File: src/hdl/direct_mapped_hash_kv_store_top_macros.svh
// assertion helpers shared by the store's modules
// they expect signals named clock and reset in the module that uses them
`ifndef DIRECT_MAPPED_HASH_KV_STORE_TOP_MACROS_SVH
`define DIRECT_MAPPED_HASH_KV_STORE_TOP_MACROS_SVH

// condition that holds on every clock edge out of reset
`define DMHKV_ASSERT(lbl, expr, msg) \
   lbl: assert property (@(posedge clock) disable iff (reset) (expr)) else $error(msg);

// condition that must hold in the cycle after a trigger
`define DMHKV_ASSERT_NEXT(lbl, ante, cons, msg) \
   lbl: assert property (@(posedge clock) disable iff (reset) (ante) |=> (cons)) else $error(msg);

`endif

File: src/hdl/dmhkv_pkg.sv
package dmhkv_pkg;

   // hash: h = seed; h ^= (h << 5) + key + (h >> 2); h &= 28-bit mask
   localparam logic [31:0] HashSeed = 32'd1315423911;
   localparam logic [31:0] HashAdd  = (HashSeed << 5) + (HashSeed >> 2);
   localparam int          HashW    = 28;

   localparam int             ModW     = 11;
   localparam logic [ModW-1:0] ModReset = 11'd509;
   localparam int             CntOutW  = 11;

   // one hash bit per step
   localparam int DivSteps = HashW;
   localparam int DivCntW  = $clog2(DivSteps);

   typedef enum logic [1:0] {
      MODE_INSERT = 2'd0,
      MODE_REMOVE = 2'd1,
      MODE_GET    = 2'd2,
      MODE_NOP    = 2'd3
   } mode_type;

   typedef enum logic [2:0] {
      ST_CLEAR,
      ST_IDLE,
      ST_DIV,
      ST_READ,
      ST_DONE
   } ctrl_state_type;

   typedef struct packed {
      logic clr_step;
      logic load;
      logic div_step;
      logic rd_en;
      logic commit;
   } cmd_type;

   typedef struct packed {
      logic clr_last;
      logic div_last;
      logic nop;
      logic rsp_free;
   } sts_type;

endpackage

File: src/hdl/dmhkv_ctrl.sv
`include "direct_mapped_hash_kv_store_top_macros.svh"

module dmhkv_ctrl
   import dmhkv_pkg::*;
(
   input  logic    clock,
   input  logic    reset,
   input  logic    req_tvalid,
   output logic    req_tready,
   input  sts_type sts,
   output cmd_type cmd
);

   ctrl_state_type state_ff, state_in;

   always_ff @(posedge clock) begin
      if (reset) begin
         state_ff <= ST_CLEAR;
      end else begin
         state_ff <= state_in;
      end
   end

   always_comb begin
      state_in = state_ff;
      unique case (state_ff)
         ST_CLEAR: begin
            if (sts.clr_last) state_in = ST_IDLE;
         end
         ST_IDLE: begin
            if (req_tvalid) state_in = ST_DIV;
         end
         ST_DIV: begin
            if (sts.nop) begin
               state_in = ST_DONE;
            end else if (sts.div_last) begin
               state_in = ST_READ;
            end
         end
         ST_READ: begin
            state_in = ST_DONE;
         end
         ST_DONE: begin
            if (sts.rsp_free) state_in = ST_IDLE;
         end
      endcase
   end

   always_comb begin
      cmd        = '0;
      req_tready = 1'b0;
      unique case (state_ff)
         ST_CLEAR: begin
            cmd.clr_step = 1'b1;
         end
         ST_IDLE: begin
            req_tready = 1'b1;
            cmd.load   = req_tvalid;
         end
         ST_DIV: begin
            cmd.div_step = 1'b1;
         end
         ST_READ: begin
            cmd.rd_en = 1'b1;
         end
         ST_DONE: begin
            cmd.commit = sts.rsp_free;
         end
      endcase
   end

   `DMHKV_ASSERT_NEXT(a_load_leaves_idle, cmd.load, state_ff == ST_DIV, "request load did not start division")
   `DMHKV_ASSERT(a_commit_needs_room, !cmd.commit || sts.rsp_free, "commit while response slot busy")
   `DMHKV_ASSERT_NEXT(a_read_then_done, cmd.rd_en, state_ff == ST_DONE, "bucket read not followed by commit state")

endmodule

File: config.mk
export PLATFORM = sky130hd
export DESIGN_NAME = dmhkv_ctrl
export DESIGN_NICKNAME = d
export VERILOG_FILES = /design/src/hdl/dmhkv_pkg.sv /design/src/hdl/dmhkv_ctrl.sv
export VERILOG_INCLUDE_DIRS = /design/src /design/src/hdl
export SDC_FILE = /design/constraint.sdc
export NUM_CORES = 1
export LEC_CHECK = 0
export BUFFER_PORTS_ARGS = -buffer_cell sky130_fd_sc_hd__buf_2
export CAP_MARGIN = 25
export CELL_PAD_IN_SITES_DETAIL_PLACEMENT = 2
export CELL_PAD_IN_SITES_GLOBAL_PLACEMENT = 2
export CORE_AREA = 2 2 39 41
export CTS_CLUSTER_DIAMETER = 120
export DETAILED_ROUTE_END_ITERATION = 12
export DIE_AREA = 0 0 41 43
export GPL_TIMING_DRIVEN = 0
export PLACE_DENSITY_LB_ADDON = 0.3
export SLEW_MARGIN = 40
export SYNTH_ARGS = -nofsm -noshare
export SYNTH_HDL_FRONTEND = slang
export SYNTH_SLANG_ARGS = --single-unit
File: constraint.sdc
create_clock -name clock -period 1.5 [get_ports clock]
set_input_delay 0.075 -clock clock [delete_from_list [all_inputs] [get_ports clock]]
set_output_delay 0.075 -clock clock [all_outputs]
set_load 0.03 [all_outputs]
==> results of run 1 <==
-- power groups by stage --
stage	clock, mW	combinational [mW]	sequential (mW)
2_1_floorplan	0	0.227	0.107
3_3_place_gp	0	0.294	0.109
3_5_place_dp	0	0.307	0.111
4_1_cts	0.156	0.307	0.110
5_1_grt	0.168	0.330	0.111
6_report	0.150	0.304	0.109
-- cells in the final DEF, fill, tap and decap left out --
master,count
dfxtp_1,3
or3_1,2
clkbuf_1,1
o2111ai_1,1
o21ai_1,1
and2_1,1
nor3_1,2
nor2_1,6
buf_2,12
nand3b_1,1
buf_6,1
clkbuf_4,3
nand2b_1,2
a21oi_1,3
a21o_1,1
o22a_1,1
inv_1,1
o221ai_1,1
o31ai_1,1
buf_4,1
nor3b_1,3
-- worst max-delay path: stages, from the launching register on --
cell and delay [ns]:
dfxtp_1 0.47, nand2b_1 0.21, nor2_1 0.07, and2_1 0.15, buf_2 0.17
-- cells in the mapped netlist --
master,instances
o2111ai_1,1
o21ai_1,1
nand2b_1,2
nor3b_1,3
buf_4,1
or3_1,2
nor2_1,6
nand3b_1,1
buf_6,1
dfxtp_1,3
and2_1,1
a21o_1,1
o31ai_1,1
a21oi_1,3
o221ai_1,1
inv_1,1
o22a_1,1
nor3_1,2
-- area by class of cell --
cell class / count / area, um2 / share of cell area (%)
well taps: 16 / 20.0 / 5.82
flip-flops and latches: 3 / 60.1 / 17.5
plain buffers: 2 / 18.8 / 5.45
inverters: 1 / 3.75 / 1.09
repair buffers: 12 / 60.1 / 17.5
clock buffers: 4 / 26.3 / 7.64
multi-input cells: 26 / 155 / 45.1
-- worst max-delay path by stage --
| stage | to | slack, ns | depth (start not counted) |
|---|---|---|---|
| 2_1_floorplan | cmd[3] | 0.09 | 3 |
| 3_3_place_gp | state_ff[1]$_SDFFE_PP0P_ | 0.28 | 5 |
| 3_5_place_dp | state_ff[0]$_SDFFE_PP0P_ | 0.23 | 4 |
| 4_1_cts | cmd[3] | 0.09 | 4 |
| 5_1_grt | cmd[0] | 0.02 | 3 |
| 6_report | cmd[3] | 0.12 | 4 |
-- routing by layer --
layer  vias up  share of wire (%)  global-route usage (%)
met5         -                  0                       0
met4         0               0.92                    4.00
li1        147                  -                       -
met1       152                 43                    15.1
met3         2                3.5                    4.71
met2         5                 53                    17.2
-- cells by family after synthesis --
logic type / count (synthesis)
AO/OA/AOI/OAI: 9
buffers and inverters: 3
flip-flops: 3
AND/OR/NAND/NOR: 17
==> impl_metrics.tcl, run 1 <==
set metrics [dict create \
    wl_um 869 \
    rsz0062_at_grt "false" \
    syn_inst 32 \
    synth_area_leaders "dfxtp_1 25%, nor2_1 9.5%, nor3b_1 9.5%" \
    grt-ovfl-total 0 \
    maxSlewViolCount 0 \
    r2r_end "state_ff[0]$_SDFFE_PP0P_" \
    hpwl_um 663 \
    crit_path_end_kind "output port" \
    max-vdd-ir-drop_mv 0.396 \
    synth_top_cell_area_share_pct 25.3 \
    seqPwrFrac_pct 19.4 \
    ff2ff_path_depth 4 \
    synth_top_family_by_area "simple AND/OR/NAND/NOR gates" \
    fmax_mhz 723 \
    grt_antenna_before_repair 0 \
    r2r_start "state_ff[2]$_SDFFE_PP0P_" \
    layout-drive-gt1-share_pct 35.4 \
    largest-register "state_ff" \
    pre_cts_ws_ns 0.225 \
    n_fill_cell 178 \
    grt_max_degree 11 \
    internal_power_mw 0.309 \
    power.density_nw_per_um2 1640 \
    largest_reg_flops 3 \
    core_area_um2 1380 \
    dieArea_um2 1760 \
    crit_required_ns 1.42 \
    fin_tns_setup_ns 0 \
    grt_pass1_vias 304 \
    grt_use_total_pct 11.7 \
    leakage_nw 0.154 \
    r2r_setup_slack_ns 0.23 \
    crit_path_max_fanout 8 \
    clock_skew_ns 0.00126 \
    drc 0 \
    synth_cell_type_count 18 \
    cts.sinks 3 \
    ios 13 \
    start_util_pct 17.2 \
    final_area_um2 344 \
    crit_start "state_ff[2]$_SDFFE_PP0P_" \
    holdPathStages 2 \
    gp_congestion 0.735 \
    p_total_mw 0.564 \
    synth-seq-cells 3 \
    synth-simple-area-share_pct 39.5 \
    critPathKind "reg2out" \
    cts-resized-gates 0 \
    worstPathArrival_ns 1.31 \
    clock_tree.htree_level_count 1 \
    synthXorXnorAreaFrac_pct 0 \
    outcome "finished, final reports clean" \
    wire_per_inst_um 13.6 \
    worst_slack_ns 0.117 \
    die_w_um 41 \
    n_antenna_cell 0 \
    clk_latency_ns 0.24 \
    nNetsFinal 56 \
    rows 14 \
    synthAdderAreaFrac_pct 0 \
    hold_start "reset" \
    yosysTopAreaCell "dfxtp_1" \
    p_comb_share_pct 54.0 \
    slew_headroom_pct 81.0 \
    clockBufferDepth 2 \
    worst_pin_slew_ns 0.285 \
    utilization_pct 24.9 \
    drt_iter0_markers 3 \
    hold_viol 0 \
    switching_share_pct 45.1 \
    synth_compound_area_share_pct 25.8 \
    avgSynthCellArea_um2 7.43 \
    synth-seq-area-share_pct 25.3 \
    hold_buffers 0 \
    dr_total_vias 306 \
    synth_area_um2 238 \
    fin_cells 64 \
    dpl_cell_area_um2 318 \
    startpoint_type "flip-flop" \
    yosysWarningCount 0 \
    p_sw_mw 0.254 \
    syn_nets 39 \
    holdPathEnd "state_ff[2]$_SDFFE_PP0P_" \
    grt_pass1_wl_mm 1.39 \
    postRouteAntennaNets 0 \
    vias_per_cell 4.78 \
    port_buffers 12 \
    post-route-min-period_ns 1.38 \
    area_growth_syn_to_layout_pct 44.7 \
    muxShareOfSynthArea_pct 0 \
    root_buffer "clkbuf_4" \
    cts_setup_buffers 0 \
    cts_tree "done" \
    fp.dieH_um 43 \
    clkTransAtPathRegs_ns 0.04 \
    hp-class "in2reg" \
    setup_violations 0 \
    drv_cap 0 \
    min_period_over_period_pct 92.2 \
    reg_top3 "state_ff (3)" \
    fin_hold_ws_ns 0.0464 \
    drt_first_pass_iters 2 \
    clkPwrFrac_pct 26.7 \
    cts_made_buffers 3 \
    dp_cells 60 \
]
(Power assumes the default switching activity.)
==> run 2: changes to the inputs <==
--- a/config.mk
+++ b/config.mk
@@ -16,6 +16,7 @@
 export DIE_AREA = 0 0 41 43
 export GPL_TIMING_DRIVEN = 0
 export PLACE_DENSITY_LB_ADDON = 0.3
+export REMOVE_ABC_BUFFERS = 1
 export SLEW_MARGIN = 40
 export SYNTH_ARGS = -nofsm -noshare
 export SYNTH_HDL_FRONTEND = slang
==> run 2 against run 1 <==
Net effect:
- clock skew grew 0.0033 ns
- sequential share of layout area is 1.6 points higher
- utilization down 1.2 points
- critical path depth stayed put
- non-clock buffer count down 2
- cell area fell by 4.7%
- clock power fell by 3%
- first-iteration DRC count shrank 67%
- via count decreased by 7.8%
- die area did not move
- register-to-register slack gained 0.03 ns
- critical path type unchanged
- highest routed layer is now met3
==> impl_metrics.tcl, run 2 (synthesis gave the netlist of run 1 again) <==
set metrics [dict create \
    leakage_nw 0.143 \
    cts-resized-gates 0 \
    clk_latency_ns 0.23 \
    cts_tree "done" \
    core_area_um2 1380 \
    rsz0062_at_grt "false" \
    grt_max_degree 12 \
    crit_path_max_fanout 8 \
    cts_made_buffers 3 \
    hp-class "in2reg" \
    grt_pass1_wl_mm 1.23 \
    n_fill_cell 173 \
    critPathKind "reg2out" \
    grt_use_total_pct 10.1 \
    area_growth_syn_to_layout_pct 37.9 \
    start_util_pct 17.2 \
    cts.sinks 3 \
    reg_top3 "state_ff (3)" \
    final_cell_mix "12 x buf_2, 6 x nor2_1, 3 x nor3b_1, 3 x a21oi_1, 3 x clkbuf_4" \
    n_antenna_cell 0 \
    dr_total_vias 282 \
    final_common_cell "buf_2" \
    port_buffers 12 \
    nNetsFinal 54 \
    setup_violations 0 \
    dieArea_um2 1760 \
    postRouteAntennaNets 0 \
    fp.dieH_um 43 \
    layout-drive-gt1-share_pct 37.0 \
    startpoint_type "flip-flop" \
    multi_input_area_um2 155 \
    seqCellArea_um2 62.6 \
    min_period_over_period_pct 89.3 \
    root_buffer "clkbuf_4" \
    crit_path_end_kind "output port" \
    clockBufferDepth 2 \
    wire_per_inst_um 11.8 \
    wl_um 731 \
    worst_pin_slew_ns 0.257 \
    drt_iter0_markers 1 \
    gp_congestion 0.745 \
    power.density_nw_per_um2 1610 \
    outcome "finished, final reports clean" \
    hold_buffers 0 \
    drt_first_pass_iters 2 \
    largest_reg_flops 3 \
    max-vdd-ir-drop_mv 0.241 \
    grt_pass1_vias 291 \
    fin_tns_setup_ns 0 \
    p_total_mw 0.529 \
    slew_headroom_pct 82.7 \
    drv_cap 0 \
    clkTransAtPathRegs_ns 0.04 \
    clock_tree.htree_level_count 1 \
    largest-register "state_ff" \
    crit_required_ns 1.42 \
    grt_antenna_before_repair 0 \
    fmax_mhz 746 \
    drc 0 \
    ios 13 \
    clock_skew_ns 0.00456 \
    post-route-min-period_ns 1.34 \
    cts_setup_buffers 0 \
    hold_viol 0 \
    grt-ovfl-total 0 \
    die_w_um 41 \
    hpwl_um 576 \
    vias_per_cell 4.55 \
    maxSlewViolCount 0 \
    worstPathArrival_ns 1.26 \
    rows 14 \
]
run 2: power by group:
group / internal [mW] / switching, mW
combinational: 0.0891 / 0.150
clock: 0.0999 / 0.0449
sequential: 0.101 / 0.0444
run 2: layout make-up:
cell class	instances	area share, %
multi-input combinational	26	47.3
sequential	3	19.1
timing repair buffer	12	18.3
clock buffer	4	8.02
tap	16	6.11
inverter	1	1.15
run 2: path summary, 6_finish.rpt:
check                           startpoint                       end  slack [ns]  cells after the start
setup / recovery  state_ff[2]$_SDFFE_PP0P_                    cmd[3]        0.16                      4
hold / removal                       reset  state_ff[0]$_SDFFE_PP0P_        0.04                      2
setup reg to reg  state_ff[2]$_SDFFE_PP0P_  state_ff[1]$_SDFFE_PP0P_        0.26                      4
hold reg to reg   state_ff[0]$_SDFFE_PP0P_  state_ff[0]$_SDFFE_PP0P_        0.56                      2
run 2: critical path, cell delays in order (launching register included):
cell,delay (ns)
dfxtp_1,0.45
nand2b_1,0.19
nor2_1,0.06
and2_1,0.15
buf_2,0.17
run 2: layer usage:
layer	GRT usage, %	part of all wire (%)	up-vias
met2	16.9	49	9
met3	1.57	4.1	0
met5	0	0	-
li1	-	-	144
met4	6.00	0	0
met1	11.2	47	129
run 2: metrics by stage:
stage / cell area, um2 / std cells / util [%] / setup slack, ns / hold WS, ns
2_1_floorplan: 219 / 30 / - / 0.0567 / 0.144
3_3_place_gp: 299 / 58 / 21.6 / 0.213 / 0.283
3_5_place_dp: 299 / 58 / 21.6 / 0.178 / 0.294
4_1_cts: 325 / 62 / 23.5 / 0.0667 / 0.0460
5_1_grt: 328 / 62 / 23.7 / 0.0134 / 0.0576
6_report: 328 / 62 / 23.7 / 0.160 / 0.0403
==> run 3: changes to the inputs <==
--- a/config.mk
+++ b/config.mk
@@ -6,7 +6,6 @@
 export SDC_FILE = /design/constraint.sdc
 export NUM_CORES = 1
 export LEC_CHECK = 0
-export BUFFER_PORTS_ARGS = -buffer_cell sky130_fd_sc_hd__buf_2
 export CAP_MARGIN = 25
 export CELL_PAD_IN_SITES_DETAIL_PLACEMENT = 2
 export CELL_PAD_IN_SITES_GLOBAL_PLACEMENT = 2
@@ -14,6 +13,7 @@
 export CTS_CLUSTER_DIAMETER = 120
 export DETAILED_ROUTE_END_ITERATION = 12
 export DIE_AREA = 0 0 41 43
+export DONT_BUFFER_PORTS = 1
 export GPL_TIMING_DRIVEN = 0
 export PLACE_DENSITY_LB_ADDON = 0.3
 export REMOVE_ABC_BUFFERS = 1
==> constraint.sdc (replaced) <==
create_clock -name clock -period 1.4 [get_ports clock]
set_input_delay 0.07 -clock clock [delete_from_list [all_inputs] [get_ports clock]]
set_output_delay 0.07 -clock clock [all_outputs]
set_load 0.03 [all_outputs]
==> run 3 against run 2 <==
Net effect:
- die area stayed put
- critical endpoint is now cmd[2]
- routed wire length is 2.7% lower
- total power is 13% higher
- clock-buffer cell count stayed put
- global-route usage is 0.80 points lower
- critical path depth is 2 lower
- via count is 11% lower
- combinational power is 10% higher
- first-iteration DRC count grew to 3.0 times the previous value
==> impl_metrics.tcl, run 3 (synthesis gave the netlist of run 1 again) <==
set metrics [dict create \
    grt_use_total_pct 9.32 \
    fmax_mhz 754 \
    r2r_setup_slack_ns 0.10 \
    ios 13 \
    r2r_end "state_ff[2]$_SDFFE_PP0P_" \
    start_util_pct 17.2 \
    largest-register "state_ff" \
    final_cell_mix "4 x nor2_1, 3 x a21oi_1, 3 x clkbuf_4" \
    dr_total_vias 252 \
    vias_per_cell 4.94 \
    clock_skew_ns 0.00427 \
    crit_path_max_fanout 11 \
    switching_share_pct 47.4 \
    port_buffers 0 \
    grt-ovfl-total 0 \
    wire_per_inst_um 13.9 \
    cts_setup_buffers 0 \
    worstPathArrival_ns 1.26 \
    grt_max_degree 12 \
    gp_congestion 0.625 \
    leakage_nw 0.100 \
    p_sw_mw 0.284 \
    holdPathStages 2 \
    post-route-min-period_ns 1.33 \
    drt_iter0_markers 3 \
    fin_tns_setup_ns 0 \
    cpPeakStageDelay_ns 0.48 \
    drv_cap 0 \
    internal_power_mw 0.315 \
    drc 0 \
    hold_start "sts[0]" \
    cts_made_buffers 3 \
    holdPathEnd "state_ff[2]$_SDFFE_PP0P_" \
    dieArea_um2 1760 \
    power.density_nw_per_um2 1790 \
    min_period_over_period_pct 94.8 \
    area_growth_syn_to_layout_pct 40.5 \
    seqPwrFrac_pct 29.4 \
    ff2ff_path_depth 3 \
    n_antenna_cell 0 \
    slew_headroom_pct 64.4 \
    rsz0062_at_grt "false" \
    crit_start "state_ff[1]$_SDFFE_PP0P_" \
    clkTransAtPathRegs_ns 0.04 \
    die_w_um 41 \
    hp-class "in2reg" \
    cp_slowest_cell "dfxtp_2" \
    root_buffer "clkbuf_4" \
    r2r_start "state_ff[1]$_SDFFE_PP0P_" \
    crit_path_end_kind "output port" \
    worst_pin_slew_ns 0.531 \
    outcome "finished, final reports clean" \
    maxSlewViolCount 0 \
    core_area_um2 1380 \
    clk_latency_ns 0.24 \
    clockBufferDepth 2 \
    layout-drive-gt1-share_pct 37.1 \
    largest_reg_flops 3 \
    setup_violations 0 \
    final_common_cell "nor2_1" \
    cts.sinks 3 \
    wl_um 711 \
    hpwl_um 547 \
    p_comb_share_pct 44.0 \
    reg_top3 "state_ff (3)" \
    rows 14 \
    nNetsFinal 43 \
    grt_pass1_vias 289 \
    drt_first_pass_iters 2 \
    clkPwrFrac_pct 26.5 \
    grt_antenna_before_repair 0 \
    postRouteAntennaNets 0 \
    startpoint_type "flip-flop" \
    cts_tree "done" \
    grt_pass1_wl_mm 1.13 \
    hold_viol 0 \
    critPathKind "reg2out" \
    clock_tree.htree_level_count 1 \
    crit_required_ns 1.33 \
    utilization_pct 24.1 \
    path_cells "inv_1 -> nor3_4" \
    max-vdd-ir-drop_mv 0.308 \
    fp.dieH_um 43 \
]
==> run 3: cell count changes in the layout (fill, tap and decap cells not counted), moves of 2 or more <==
cell / delta
nor2_4: +2
buf_2: -12
nor2_1: -2
nor3_1: -2
==> run 3: cell type report <==
class,count,area [um2]
clock buffers,4,26.3
repair buffers,1,10.0
flip-flops and latches,3,66.3
fillers,170,1050
multi-input cells,26,208
well taps,16,20.0
inverters,1,3.75
==> run 3: what timing repair did <==
action / in CTS / in global routing
endpoints found under the setup margin: 5 / 3
hold buffers: 1 / 0
resized for setup: 9 / 5
pin swaps: 1 / 2
hold endpoints to repair: 3 / 0
==> run 3: per-stage QoR <==
step	hold WS [ns]	std cells	worst slack, ns	area [um2]	power (mW)
2_1_floorplan	0.139	30	-0.0383	219	0.329
3_3_place_gp	0.144	46	-0.174	239	0.365
3_5_place_dp	0.144	46	-0.226	254	0.384
4_1_cts	0.0327	51	-0.0377	318	0.582
5_1_grt	0.0516	51	0.00351	334	0.637
6_report	0.0337	51	0.0733	334	0.599
==> run 3: how the worst max path moves through the flow <==
stage	to	slack [ns]	depth (start not counted)
2_1_floorplan	cmd[3]	-0.04	3
6_report	cmd[2]	0.07	2
3_5_place_dp	cmd[3]	-0.23	3
5_1_grt	state_ff[2]$_SDFFE_PP0P_	0.004	3
3_3_place_gp	cmd[3]	-0.17	3
4_1_cts	cmd[3]	-0.04	3
==> run 3: critical path, delay by kind of cell, from the launching register on <==
kind,cells,cell delay [ns]
buf+inv,1,0.22
flops,1,0.48
simple gates,1,0.33
==> run 3: power by group through the flow <==
stage          combinational, mW  clock [mW]  sequential (mW)
3_3_place_gp               0.214           0            0.152
3_5_place_dp               0.224           0            0.160
2_1_floorplan              0.191           0            0.137
4_1_cts                    0.249       0.164            0.169
5_1_grt                    0.286       0.164            0.186
6_report                   0.264       0.159            0.177
==> run 3: layer usage <==
layer | up-vias | track usage [%] | part of all wire [%]
met1 | 118 | 9.58 | 40
li1 | 122 | - | -
met2 | 12 | 16.3 | 54
met5 | - | 0 | 0
met4 | 0 | 4.00 | 0
met3 | 0 | 2.62 | 6.2
